$ cat src/rtl/core/rswr_pkg.sv
// Shared types, widths and constants of the random sample without replacement core.
package rswr_pkg;

    // Field widths fixed by the stream and register layout
    localparam int IDX_W      = 9;     // candidate index / excluded index / chosen index
    localparam int CNT_W      = 10;    // population size, candidate total, pick position
    localparam int LIMIT_W    = 9;     // pick limit register
    localparam int RNG_W      = 32;    // generator state
    localparam int STEP_W     = $clog2(RNG_W);
    localparam int CFG_IDX_W  = 2;
    localparam int CFG_DATA_W = 32;
    localparam int S_TDATA_W  = 16;
    localparam int M_TDATA_W  = 16;

    localparam int MAX_CELLS_DEF = 512;

    localparam logic [RNG_W-1:0]   DEFAULT_SEED = 32'h1d87_2b41;
    localparam logic [RNG_W-1:0]   ALL_ONES     = 32'hffff_ffff;
    localparam logic [CNT_W-1:0]   CELL_COUNT_RST = 10'd81;
    localparam logic [LIMIT_W-1:0] PICK_LIMIT_RST = 9'd10;

    // Register indexes of the write port
    localparam logic [CFG_IDX_W-1:0] REG_SEED       = 2'd0;
    localparam logic [CFG_IDX_W-1:0] REG_CELL_COUNT = 2'd1;
    localparam logic [CFG_IDX_W-1:0] REG_PICK_LIMIT = 2'd2;

    // Operation codes carried on s_tuser
    localparam logic OP_START = 1'b0;
    localparam logic OP_DRAW  = 1'b1;

    typedef enum logic [3:0] {
        ST_IDLE,
        ST_DECODE,
        ST_FILL,
        ST_LIM_WAIT,
        ST_GEN,
        ST_CHECK,
        ST_MOD_WAIT,
        ST_READ,
        ST_SWAP_A,
        ST_SWAP_B,
        ST_EMIT
    } rswr_state_t;

    // Commands from the controller to the datapath
    typedef struct packed {
        logic accept;
        logic fill_step;
        logic fill_finish;
        logic mark_exh;
        logic lim_start;
        logic lim_load;
        logic gen_step;
        logic val_start;
        logic pick_load;
        logic rd_issue;
        logic wr_pick;
        logic wr_pos;
        logic res_load;
    } rswr_cmd_t;

    // Status from the datapath to the controller
    typedef struct packed {
        logic op;
        logic exhausted;
        logic fill_end;
        logic div_done;
        logic val_ok;
        logic out_free;
    } rswr_stat_t;

endpackage

$ cat src/rtl/core/rswr_ctrl.sv
// Controller state machine sequencing start fills and draw picks.
module rswr_ctrl (
    input  logic                 clk,
    input  logic                 rst_n,
    input  logic                 s_tvalid,
    output logic                 s_tready,
    input  rswr_pkg::rswr_stat_t stat,
    output rswr_pkg::rswr_cmd_t  cmd
);
    import rswr_pkg::*;

    rswr_state_t state_reg;
    rswr_state_t state_next;

    always_comb
    begin
        state_next = state_reg;
        case (state_reg)
            ST_IDLE:
            begin
                if (s_tvalid)
                begin
                    state_next = ST_DECODE;
                end
            end
            ST_DECODE:
            begin
                if (stat.op == OP_START)
                begin
                    state_next = ST_FILL;
                end
                else if (stat.exhausted)
                begin
                    state_next = ST_EMIT;
                end
                else
                begin
                    state_next = ST_LIM_WAIT;
                end
            end
            ST_FILL:
            begin
                if (stat.fill_end)
                begin
                    state_next = ST_IDLE;
                end
            end
            ST_LIM_WAIT:
            begin
                if (stat.div_done)
                begin
                    state_next = ST_GEN;
                end
            end
            ST_GEN:
            begin
                state_next = ST_CHECK;
            end
            ST_CHECK:
            begin
                state_next = stat.val_ok ? ST_MOD_WAIT : ST_GEN;
            end
            ST_MOD_WAIT:
            begin
                if (stat.div_done)
                begin
                    state_next = ST_READ;
                end
            end
            ST_READ:
            begin
                state_next = ST_SWAP_A;
            end
            ST_SWAP_A:
            begin
                state_next = ST_SWAP_B;
            end
            ST_SWAP_B:
            begin
                state_next = ST_EMIT;
            end
            ST_EMIT:
            begin
                if (stat.out_free)
                begin
                    state_next = ST_IDLE;
                end
            end
            default:
            begin
                state_next = ST_IDLE;
            end
        endcase
    end

    always_comb
    begin
        cmd      = '0;
        s_tready = 1'b0;
        case (state_reg)
            ST_IDLE:
            begin
                s_tready   = 1'b1;
                cmd.accept = s_tvalid;
            end
            ST_DECODE:
            begin
                cmd.mark_exh  = (stat.op == OP_DRAW) && stat.exhausted;
                cmd.lim_start = (stat.op == OP_DRAW) && !stat.exhausted;
            end
            ST_FILL:
            begin
                cmd.fill_step   = !stat.fill_end;
                cmd.fill_finish = stat.fill_end;
            end
            ST_LIM_WAIT:
            begin
                cmd.lim_load = stat.div_done;
            end
            ST_GEN:
            begin
                cmd.gen_step = 1'b1;
            end
            ST_CHECK:
            begin
                cmd.val_start = stat.val_ok;
            end
            ST_MOD_WAIT:
            begin
                cmd.pick_load = stat.div_done;
            end
            ST_READ:
            begin
                cmd.rd_issue = 1'b1;
            end
            ST_SWAP_A:
            begin
                cmd.wr_pick = 1'b1;
            end
            ST_SWAP_B:
            begin
                cmd.wr_pos = 1'b1;
            end
            ST_EMIT:
            begin
                cmd.res_load = stat.out_free;
            end
            default:
            begin
                cmd = '0;
            end
        endcase
    end

    always_ff @(posedge clk or negedge rst_n)
    begin
        if (!rst_n)
        begin
            state_reg <= ST_IDLE;
        end
        else
        begin
            state_reg <= state_next;
        end
    end

endmodule

$ cat config.mk
export PLATFORM = sky130hd
export DESIGN_NAME = rswr_ctrl
export DESIGN_NICKNAME = d
export VERILOG_FILES = /design/src/rtl/core/rswr_pkg.sv /design/src/rtl/core/rswr_ctrl.sv
export SDC_FILE = /design/constraint.sdc
export NUM_CORES = 1
export LEC_CHECK = 0
export BUFFER_PORTS_ARGS = -buffer_cell sky130_fd_sc_hd__clkbuf_2
export CORE_AREA = 5 5 42 44
export CTS_CLUSTER_SIZE = 30
export DETAILED_ROUTE_END_ITERATION = 7
export DIE_AREA = 0 0 47 49
export PLACE_DENSITY_LB_ADDON = 0.25
export SETUP_SLACK_MARGIN = 0.5
export SYNTH_ARGS = -nofsm -noshare
export SYNTH_HDL_FRONTEND = slang
export SYNTH_SLANG_ARGS = --single-unit
export TNS_END_PERCENT = 5
$ cat constraint.sdc
create_clock -name clk -period 3 [get_ports clk]
set_clock_uncertainty 0.05 [all_clocks]
set_input_delay 0.6 -clock clk [delete_from_list [all_inputs] [get_ports clk]]
set_output_delay 0.6 -clock clk [all_outputs]
set_load 0.02 [all_outputs]
==> results of run 1 <==
placed cells by master, fill, tap and decap left out, drive strengths merged, types with 2 or more instances in the layout:
master,netlist,final
and2,3,3
o21ai,2,2
nor2,7,7
nor3b,2,2
mux2,2,2
and3,4,4
nand2,6,6
dfrtp,4,4
nor2b,6,6
nand3,2,2
clkbuf,0,25
kinds of logic after synthesis:
family	count (synthesis)	synth area share [%]
simple gates	38	50.1
compound gates	7	11.6
buf+inv	5	8.98
flops	4	23.2
mux	2	6.09
per-layer routing:
metal	vias up	global-route usage [%]
li1	241	-
met1	212	14.8
met2	18	16.7
met3	2	3.32
met4	0	5.53
met5	-	0
per-stage QoR:
stage	total power [mW]	utilization (%)	hold slack, ns	cells	setup slack (ns)
after global placement	0.460	37.6	0.359	90	1.08
after detailed placement	0.459	37.6	0.362	90	1.08
after floorplan	0.403	-	0.254	56	0.726
after CTS	0.530	39.2	0.112	93	0.825
final	0.523	39.2	0.111	93	0.842
after global routing	0.573	39.2	0.108	93	0.684
layout make-up:
cell class,count,area [sq um]
fill,168,852
multi-input combinational,47,293
timing repair buffer,22,110
sequential,4,100
clock buffer,3,22.5
tap,16,20.0
inverter,1,3.75
worst max path at each step:
stage | from | end | slack (ns) | depth (start not counted)
after floorplan | state_reg[1] | cmd[12] | 0.73 | 3
after global placement | state_reg[0] | cmd[9] | 1.08 | 3
after detailed placement | state_reg[0] | cmd[9] | 1.08 | 3
after CTS | state_reg[0] | cmd[9] | 0.83 | 3
after global routing | state_reg[0] | cmd[9] | 0.68 | 3
final | state_reg[2] | cmd[9] | 0.84 | 3
power by group through the flow:
stage                     Combinational (mW)  Sequential, mW  Clock (mW)
after floorplan                        0.304          0.0994           0
after CTS                              0.302           0.158      0.0701
after global routing                   0.329           0.169      0.0750
final                                  0.296           0.158      0.0685
after global placement                 0.303           0.157           0
after detailed placement               0.301           0.158           0
==> results.md, run 1 <==
* Pwr/cell area at 951 nW/um^2
* Setup Buffers After CTS at 0
* Run status: complete, no violations
* Post-synthesis sequential area ratio at 23.2%
* Mean post-synth cell area at 7.71 sq um
* Top-count cell post-synth: nor2_1
* Number of flip-flops in the largest register at 4
* Worst path max stage delay at 0.51 ns
* Inserted Clock Buffers at 3
* Diode count at 0
* Final Wtd Congestion at 0.763
* Crit share post-route at 71.9%
* RSZ-0062 raised after global routing: no
* Largest delay share family, worst path: simple AND/OR/NAND/NOR gates
* Combinational Power Share at 56.7%
* Nets in the synthesized netlist at 65
* Post-synthesis register bit count at 4
* Crit path max fanout at 15
* FP Rows at 14
* Die width at 47 microns
* Internal power at 0.258 mW
* VDD IR max at 0.000409 V
* DR WL/cell at 12.7 microns
* Fin crit period at 2.16 ns
* Fmax at 463 MHz
* DRT Pass-1 Iters at 1
* All-Layer GR Usage at 11.4%
* Design area at 549 sq um
* Reg-to-Reg Start: state_reg[2]
* Crit Path Class: reg2out
* Post-route ant nets at 0
* Clock buffer depth at 2
* Clk pwr share at 13.1%
* Net Switching at 0.265 mW
* Synth Cell Area at 432 sq um
* FF-to-FF path depth at 3
* DR vias/cell at 5.09
* Gr ovfl total at 0
* First-pass GRT wire length at 1960 microns
* Distinct cells, synth at 28
* Cts hold-fix bufs at 0
* Die footprint at 2300 sq um
* Layout Nets at 88
* Vias in the first global route at 444
* H-tree levels at 1
* Critical Path Sink Type: primary output
* List of most frequent post-synthesis cells: 7 x nor2_1, 6 x nand2_1, 6 x nor2b_1, 4 x and3_1, 4 x dfrtp_1
* Synthesized instance count at 56
* Req. time, crit path at 2.35 ns
* CP max-delay cell: dfrtp_1
* Leakage at 0.294 nW
* Buffer and inverter count on the worst path at 1
* Post-synth top flop: dfrtp_1
* Synth top area share at 23.2%
* Largest net degree at the start of global routing at 16
* Synth-to-layout area growth at 27.2%
* Root Buffer: clkbuf_4
* Setup_tns at 0 ns
* Synth warn at 0
* DRC at 0
* Startpoint Class: flip-flop
* Sw Ratio at 50.7%
* Sink Count at 4
* Buffers on Ports at 22
* R2R setup slack at 1.56 ns
* Area contributors post-synth: dfrtp_1 23%, nor2b_1 8.7%, nor2_1 6.1%
* Clock transition at path regs at 0.04 ns
* Final Hold Fails at 0
* Initial antenna violation count at 0
* Met3 wire len at 103 microns
* Worst hold path class: in2async
* Initial Utilization at 30.8%
* CTS tree: done
* Met2 wire len at 512 microns
* Cell Area, Placed at 527 sq um
* Post-synth ARST share at 100%
* Max Cap Violations at 0
* Final Max Slew Viols at 0
* Max-Slew Margin vs Limit at 73.1%
* I/O pin cnt at 23
* Synth area leader: dfrtp_1
* Crit Reg-Reg Endpoint: state_reg[3]
* Number of vias in the routed layout at 473
* Post-synth EDFFs at 0
* Actual slew at the worst max-slew pin at 0.404 ns
* Cts repair resizes at 0
* Max layer used: met4
* M1 WL at 547 microns
* Detailed router's first-iteration violation count at 0
* Flop pwr share at 30.2%
* Routed WL at 1180 microns
* Die H at 49 microns
* Worst-Skew Late Latency at 0.23 ns
* Final setup viols at 0
* Share of layout cells above drive strength 1 at 35.1%
* CP arrival at 1.51 ns
* Crit path cell chain: nor2_1 -> and4_1 -> clkbuf_2
* Core area at 1400 sq um
No activity file was read; power rests on OpenSTA's default activity.
==> run 2: changes to the inputs <==
==> constraint.sdc (replaced) <==
create_clock -name clk -period 2.22 [get_ports clk]
set_clock_uncertainty 0.05 [all_clocks]
set_input_delay 0.444 -clock clk [delete_from_list [all_inputs] [get_ports clk]]
set_output_delay 0.444 -clock clk [all_outputs]
set_load 0.02 [all_outputs]
==> results.md, run 2 (synthesis results as in run 1) <==
* FF-to-FF path depth at 5 (+2)
* Die H at 49 microns (unchanged)
* Synth-to-layout area growth at 65.5%
* Buffers on Ports at 22 (unchanged)
* I/O pin cnt at 23 (unchanged)
* Final Max Slew Viols at 0 (unchanged)
* Crit path to: cmd[3]
* First-pass GRT wire length at 2310 microns (+18%)
* Setup_tns at 0 ns (unchanged)
* Actual slew at the worst max-slew pin at 0.258 ns (-0.145 ns)
* Sink Count at 4 (unchanged)
* Clock buffer depth at 2 (unchanged)
* Vias in the first global route at 550 (+24%)
* Startpoint Class: flip-flop
* Layout Nets at 103 (+17%)
* Clock transition at path regs at 0.04 ns (about the same)
* Largest net degree at the start of global routing at 8 (-8)
* Fmax at 557 MHz
* Diode count at 0 (unchanged)
* Share of layout cells above drive strength 1 at 54.3% (+19 points)
* Reg-to-Reg Start: state_reg[2]
* CP arrival at 1.30 ns (-0.21 ns)
* H-tree levels at 1 (unchanged)
* Met1 GRT Util at 17.7% (+2.9 points)
* Final setup viols at 0 (unchanged)
* Final Hold Fails at 0 (unchanged)
* DRT Pass-1 Iters at 4 (+3)
* Max Cap Violations at 0 (unchanged)
* GR Util met3 at 2.21% (-1.1 points)
* Max-Slew Margin vs Limit at 82.5% (+9.5 points)
* Die footprint at 2300 sq um (unchanged)
* Final Wtd Congestion at 0.691 (-9.5%)
* VDD IR max at 0.000504 V (+23%)
* Initial Utilization at 30.8% (unchanged)
* Commonest cells after routing, fill and taps aside: 20 x clkbuf_2, 11 x buf_4, 6 x nand2_1
* Gr ovfl total at 0 (unchanged)
* Fin crit period at 1.79 ns
* Global routing's busiest layer: met2
* R2R setup slack at 0.59 ns (-0.97 ns)
* All-Layer GR Usage at 13.4% (+2.0 points)
* Crit Reg-Reg Endpoint: state_reg[1]
* CTS tree: done
* Req. time, crit path at 1.73 ns (-0.62 ns)
* Run status: complete, no violations
* Worst-Skew Late Latency at 0.24 ns (about the same)
* Crit Path Class: reg2out
* DR vias/cell at 5.20 (+2.3%)
* Initial antenna violation count at 0 (unchanged)
* Root Buffer: clkbuf_4
* Core area at 1400 sq um (unchanged)
* Number of vias in the routed layout at 562 (+19%)
* Detailed router's first-iteration violation count at 16 (+16)
* Crit path max fanout at 6 (-9)
* Routed WL at 1480 microns (+25%)
* Critical Path Sink Type: primary output
* Post-route ant nets at 0 (unchanged)
* DR WL/cell at 13.7 microns (+8.0%)
* Leakage at 0.371 nW (+26%)
* Overall Power at 1.00 mW (+91%)
* Most common cell after layout, fill and taps aside: clkbuf_2
* RSZ-0062 raised after global routing: yes
* Inserted Clock Buffers at 3 (unchanged)
* Pwr/cell area at 1400 nW/um^2 (+47%)
* Final HPWL from detailed placement at 896 microns
* Number of flip-flops in the largest register at 4 (unchanged)
* Crit share post-route at 80.8%
* DRC at 0 (unchanged)
* Met2 global-route usage at 19.5% (+2.7 points)
* Crit path from: state_reg[1]
* FP Rows at 14 (unchanged)
* Worst hold path class: in2async
* Die width at 47 microns (unchanged)
run 2: changes by cell type in the layout (fill, tap and decap cells not counted), moves of 2 or more:
cell / previous run / this run
dfrtp_2: 0 / 4
dfrtp_1: 4 / 0
nor2b_1: 6 / 3
nor2_1: 7 / 5
buf_4: 0 / 11
nor2b_2: 0 / 2
clkbuf_2: 22 / 20
run 2: what timing repair did:
| action | CTS | global route |
|---|---|---|
| hold endpoints to repair | 4 | 0 |
| setup endpoints to repair | 14 | 14 |
| pin swaps | 3 | 1 |
| resized for setup | 15 | 0 |
| buffers inserted | 13 | 1 |
| hold buffers | 1 | 0 |
run 2: worst max-delay path, cell delays in order (launching register included):
cell and delay [ns]:
dfrtp_2 0.46, buf_2 0.18, nand2_1 0.10, nor2_2 0.13, clkbuf_4 0.19
run 2: final cells by class:
| cell class | instances | area, sq um |
|---|---|---|
| flip-flops and latches | 4 | 105 |
| clock buffers | 3 | 22.5 |
| repair buffers | 37 | 233 |
| well taps | 16 | 20.0 |
| multi-input cells | 47 | 330 |
| fillers | 143 | 687 |
| inverters | 1 | 3.75 |
run 2: worst min-delay path by stage:
stage | startpoint | endpoint | slack, ns | cells past startpoint
CTS | stat[2] | state_reg[2] | 0.47 | 3
finish | rst_n | state_reg[0] | 0.49 | 2
detailed placement | rst_n | state_reg[2] | 0.20 | 1
global route | stat[2] | state_reg[2] | 0.48 | 3
global placement | rst_n | state_reg[2] | 0.20 | 1
floorplan | rst_n | state_reg[0] | 0.1 | 0
run 2: where the power goes:
| group | switching, mW | internal [mW] | total (mW) |
|---|---|---|---|
| registers | 0.0867 | 0.115 | 0.202 |
| clock network | 0.0317 | 0.0606 | 0.0924 |
| logic | 0.339 | 0.367 | 0.706 |
run 2: metrics by stage:
step / hold slack (ns) / setup WS (ns) / std cells / utilization, % / instance area [sq um]
after floorplan: 0.0984 / 0.507 / 56 / - / 447
after global placement: 0.202 / 0.329 / 90 / 38.7 / 542
after detailed placement: 0.203 / 0.369 / 90 / 38.7 / 542
after CTS: 0.471 / 0.412 / 107 / 50.4 / 707
after global routing: 0.481 / 0.352 / 108 / 51.0 / 714
final: 0.489 / 0.425 / 108 / 51.0 / 714
run 2: layer usage:
metal	up-vias	share of wire, %	wire [microns]
met5	-	0	0
met4	0	2.0	29
met3	4	11	163
met2	36	45	668
met1	248	42	615
li1	274	-	-
==> run 3: changes to the inputs <==
==> constraint.sdc (replaced) <==
create_clock -name clk -period 1.6 [get_ports clk]
set_clock_uncertainty 0.05 [all_clocks]
set_input_delay 0.32 -clock clk [delete_from_list [all_inputs] [get_ports clk]]
set_output_delay 0.32 -clock clk [all_outputs]
set_load 0.02 [all_outputs]
==> results.md, run 3 (synthesis results as in run 1) <==
* Final HPWL from detailed placement at 1060 microns (+19%)
* Inserted Clock Buffers at 3 (unchanged)
* GR Util met3 at 3.69% (+1.5 points)
* Final Wtd Congestion at 0.755 (+9.3%)
* Critical Path Sink Type: primary output
* R2R setup slack at 0.17 ns (-0.42 ns)
* Post-route ant nets at 0 (unchanged)
* Actual slew at the worst max-slew pin at 0.218 ns (-0.0406 ns)
* Routed WL at 1380 microns (-6.8%)
* Die H at 49 microns (unchanged)
* H-tree levels at 1 (unchanged)
* Buffers on Ports at 22 (unchanged)
* FF-to-FF path depth at 4 (-1)
* Clock transition at path regs at 0.04 ns (about the same)
* CTS tree: done
* Final cell count without fillers at 108 (unchanged)
* Post-route worst setup slack at -0.145 ns (-0.571 ns)
* Max-Slew Margin vs Limit at 85.3% (+2.7 points)
* Run status: complete, but fails checks
* Synth-to-layout area growth at 74.2%
* Diode count at 0 (unchanged)
* Fmax at 573 MHz
* Detailed router's first-iteration violation count at 4 (-12)
* Met2 global-route usage at 18.6% (-0.90 points)
* Crit path to: cmd[12]
* Clock buffer depth at 2 (unchanged)
* Global routing's busiest layer: met2
* Max Cap Violations at 0 (unchanged)
* VDD IR max at 0.000955 V (+90%)
* Most common cell after layout, fill and taps aside: buf_4
* Pwr/cell area at 1950 nW/um^2 (+39%)
* Final Hold Fails at 0 (unchanged)
* Number of flip-flops in the largest register at 4 (unchanged)
* DR WL/cell at 12.7 microns (-6.8%)
* FP Rows at 14 (unchanged)
* Initial Utilization at 30.8% (unchanged)
* # fillers at 141 (-1.4%)
* Vias in the first global route at 472 (-14%)
* DRC at 0 (unchanged)
* Crit share post-route at 109%
* Worst hold path class: in2async
* Design area at 752 sq um (+5.3%)
* I/O pin cnt at 23 (unchanged)
* Number of vias in the routed layout at 548 (-2.5%)
* Inst Count DP at 100 (+11%)
* First-pass GRT wire length at 2140 microns (-7.4%)
* Cell Area, Placed at 631 sq um (+16%)
* CP arrival at 1.38 ns (+0.08 ns)
* Commonest cells after routing, fill and taps aside: 17 x buf_4, 15 x clkbuf_2, 5 x nand2_1
* Leakage at 0.390 nW (+5.2%)
* Worst-Skew Late Latency at 0.23 ns (about the same)
* Crit path max fanout at 4 (-2)
* RSZ-0062 raised after global routing: yes
* Die footprint at 2300 sq um (unchanged)
* Fin crit period at 1.75 ns
* Final setup viols at 12 (+12)
* Largest net degree at the start of global routing at 11 (+3)
* Core area at 1400 sq um (unchanged)
* Layout Nets at 103 (unchanged)
* Sink Count at 4 (unchanged)
* Req. time, crit path at 1.23 ns (-0.50 ns)
* Startpoint Class: flip-flop
* Share of layout cells above drive strength 1 at 57.6% (+3.3 points)
* DRT Pass-1 Iters at 2 (-2)
* Reg-to-Reg Start: state_reg[0]
* Setup_tns at -0.840 ns (-0.840 ns)
* Initial antenna violation count at 0 (unchanged)
* Die width at 47 microns (unchanged)
* DR vias/cell at 5.07 (-2.5%)
* All-Layer GR Usage at 12.8% (-0.56 points)
* Met1 GRT Util at 16.6% (-1.1 points)
* Crit path from: state_reg[1]
* Crit Path Class: reg2out
* Gr ovfl total at 0 (unchanged)
* Root Buffer: clkbuf_4
* Crit Reg-Reg Endpoint: state_reg[1]
* Final Max Slew Viols at 0 (unchanged)
* Failing checks: negative setup slack
## run 3: metrics by stage
stage / utilization, % / worst slack (ns) / power, mW / hold WS (ns)
2_1_floorplan: - / 0.0345 / 0.803 / -0.0256
3_3_place_gp: 45.0 / 0.0991 / 1.14 / 0.0807
3_5_place_dp: 45.0 / 0.0551 / 1.14 / 0.0817
4_1_cts: 49.8 / -0.174 / 1.36 / 0.362
5_1_grt: 53.7 / -0.210 / 1.57 / 0.375
6_report: 53.7 / -0.145 / 1.47 / 0.377
## run 3: layout make-up
type	instances	area (sq um)	share of cell area, %
Clock buffer	3	22.5	3.00
Inverter	1	3.75	0.499
Multi-Input combinational cell	47	340	45.3
Sequential cell	4	101	13.5
Tap cell	16	20.0	2.66
Timing Repair Buffer	37	264	35.1
## run 3: worst min-delay path by stage
stage | slack, ns | depth (start not counted) | end | start
global route | 0.37 | 2 | state_reg[3] | rst_n
detailed placement | 0.08 | 1 | state_reg[3] | rst_n
global placement | 0.08 | 1 | state_reg[3] | rst_n
finish | 0.38 | 2 | state_reg[1] | rst_n
floorplan | -0.03 | 0 | state_reg[0] | rst_n
CTS | 0.36 | 3 | state_reg[2] | stat[2]
## run 3: layer usage
metal | up-vias | share of wire, %
li1 | 275 | -
met1 | 256 | 43
met2 | 17 | 50
met3 | 0 | 6.7
met4 | 0 | 0
met5 | - | 0
## run 3: where the power goes
| group | switching (mW) | internal, mW | leakage [nW] |
|---|---|---|---|
| clock | 0.0433 | 0.0840 | 0.0138 |
| sequential | 0.0717 | 0.152 | 0.0498 |
| combinational | 0.526 | 0.589 | 0.327 |
| total | 0.641 | 0.826 | 0.390 |
## run 3: worst max-delay path, stage by stage (launching register included)
cell     delay, ns
dfrtp_1       0.43
buf_12        0.15
nor4_4        0.27
and2_4        0.19
buf_8         0.10
## run 3: timing repair
| action | 4_1_cts | 5_1_grt |
|---|---|---|
| hold endpoints to repair | 4 | 0 |
| gates resized for setup | 6 | 21 |
| endpoints found under the setup margin | 17 | 18 |
| pin swaps | 2 | 5 |
| setup buffers | 2 | 2 |
| gates cloned | 0 | 0 |
| hold buffers | 1 | 0 |
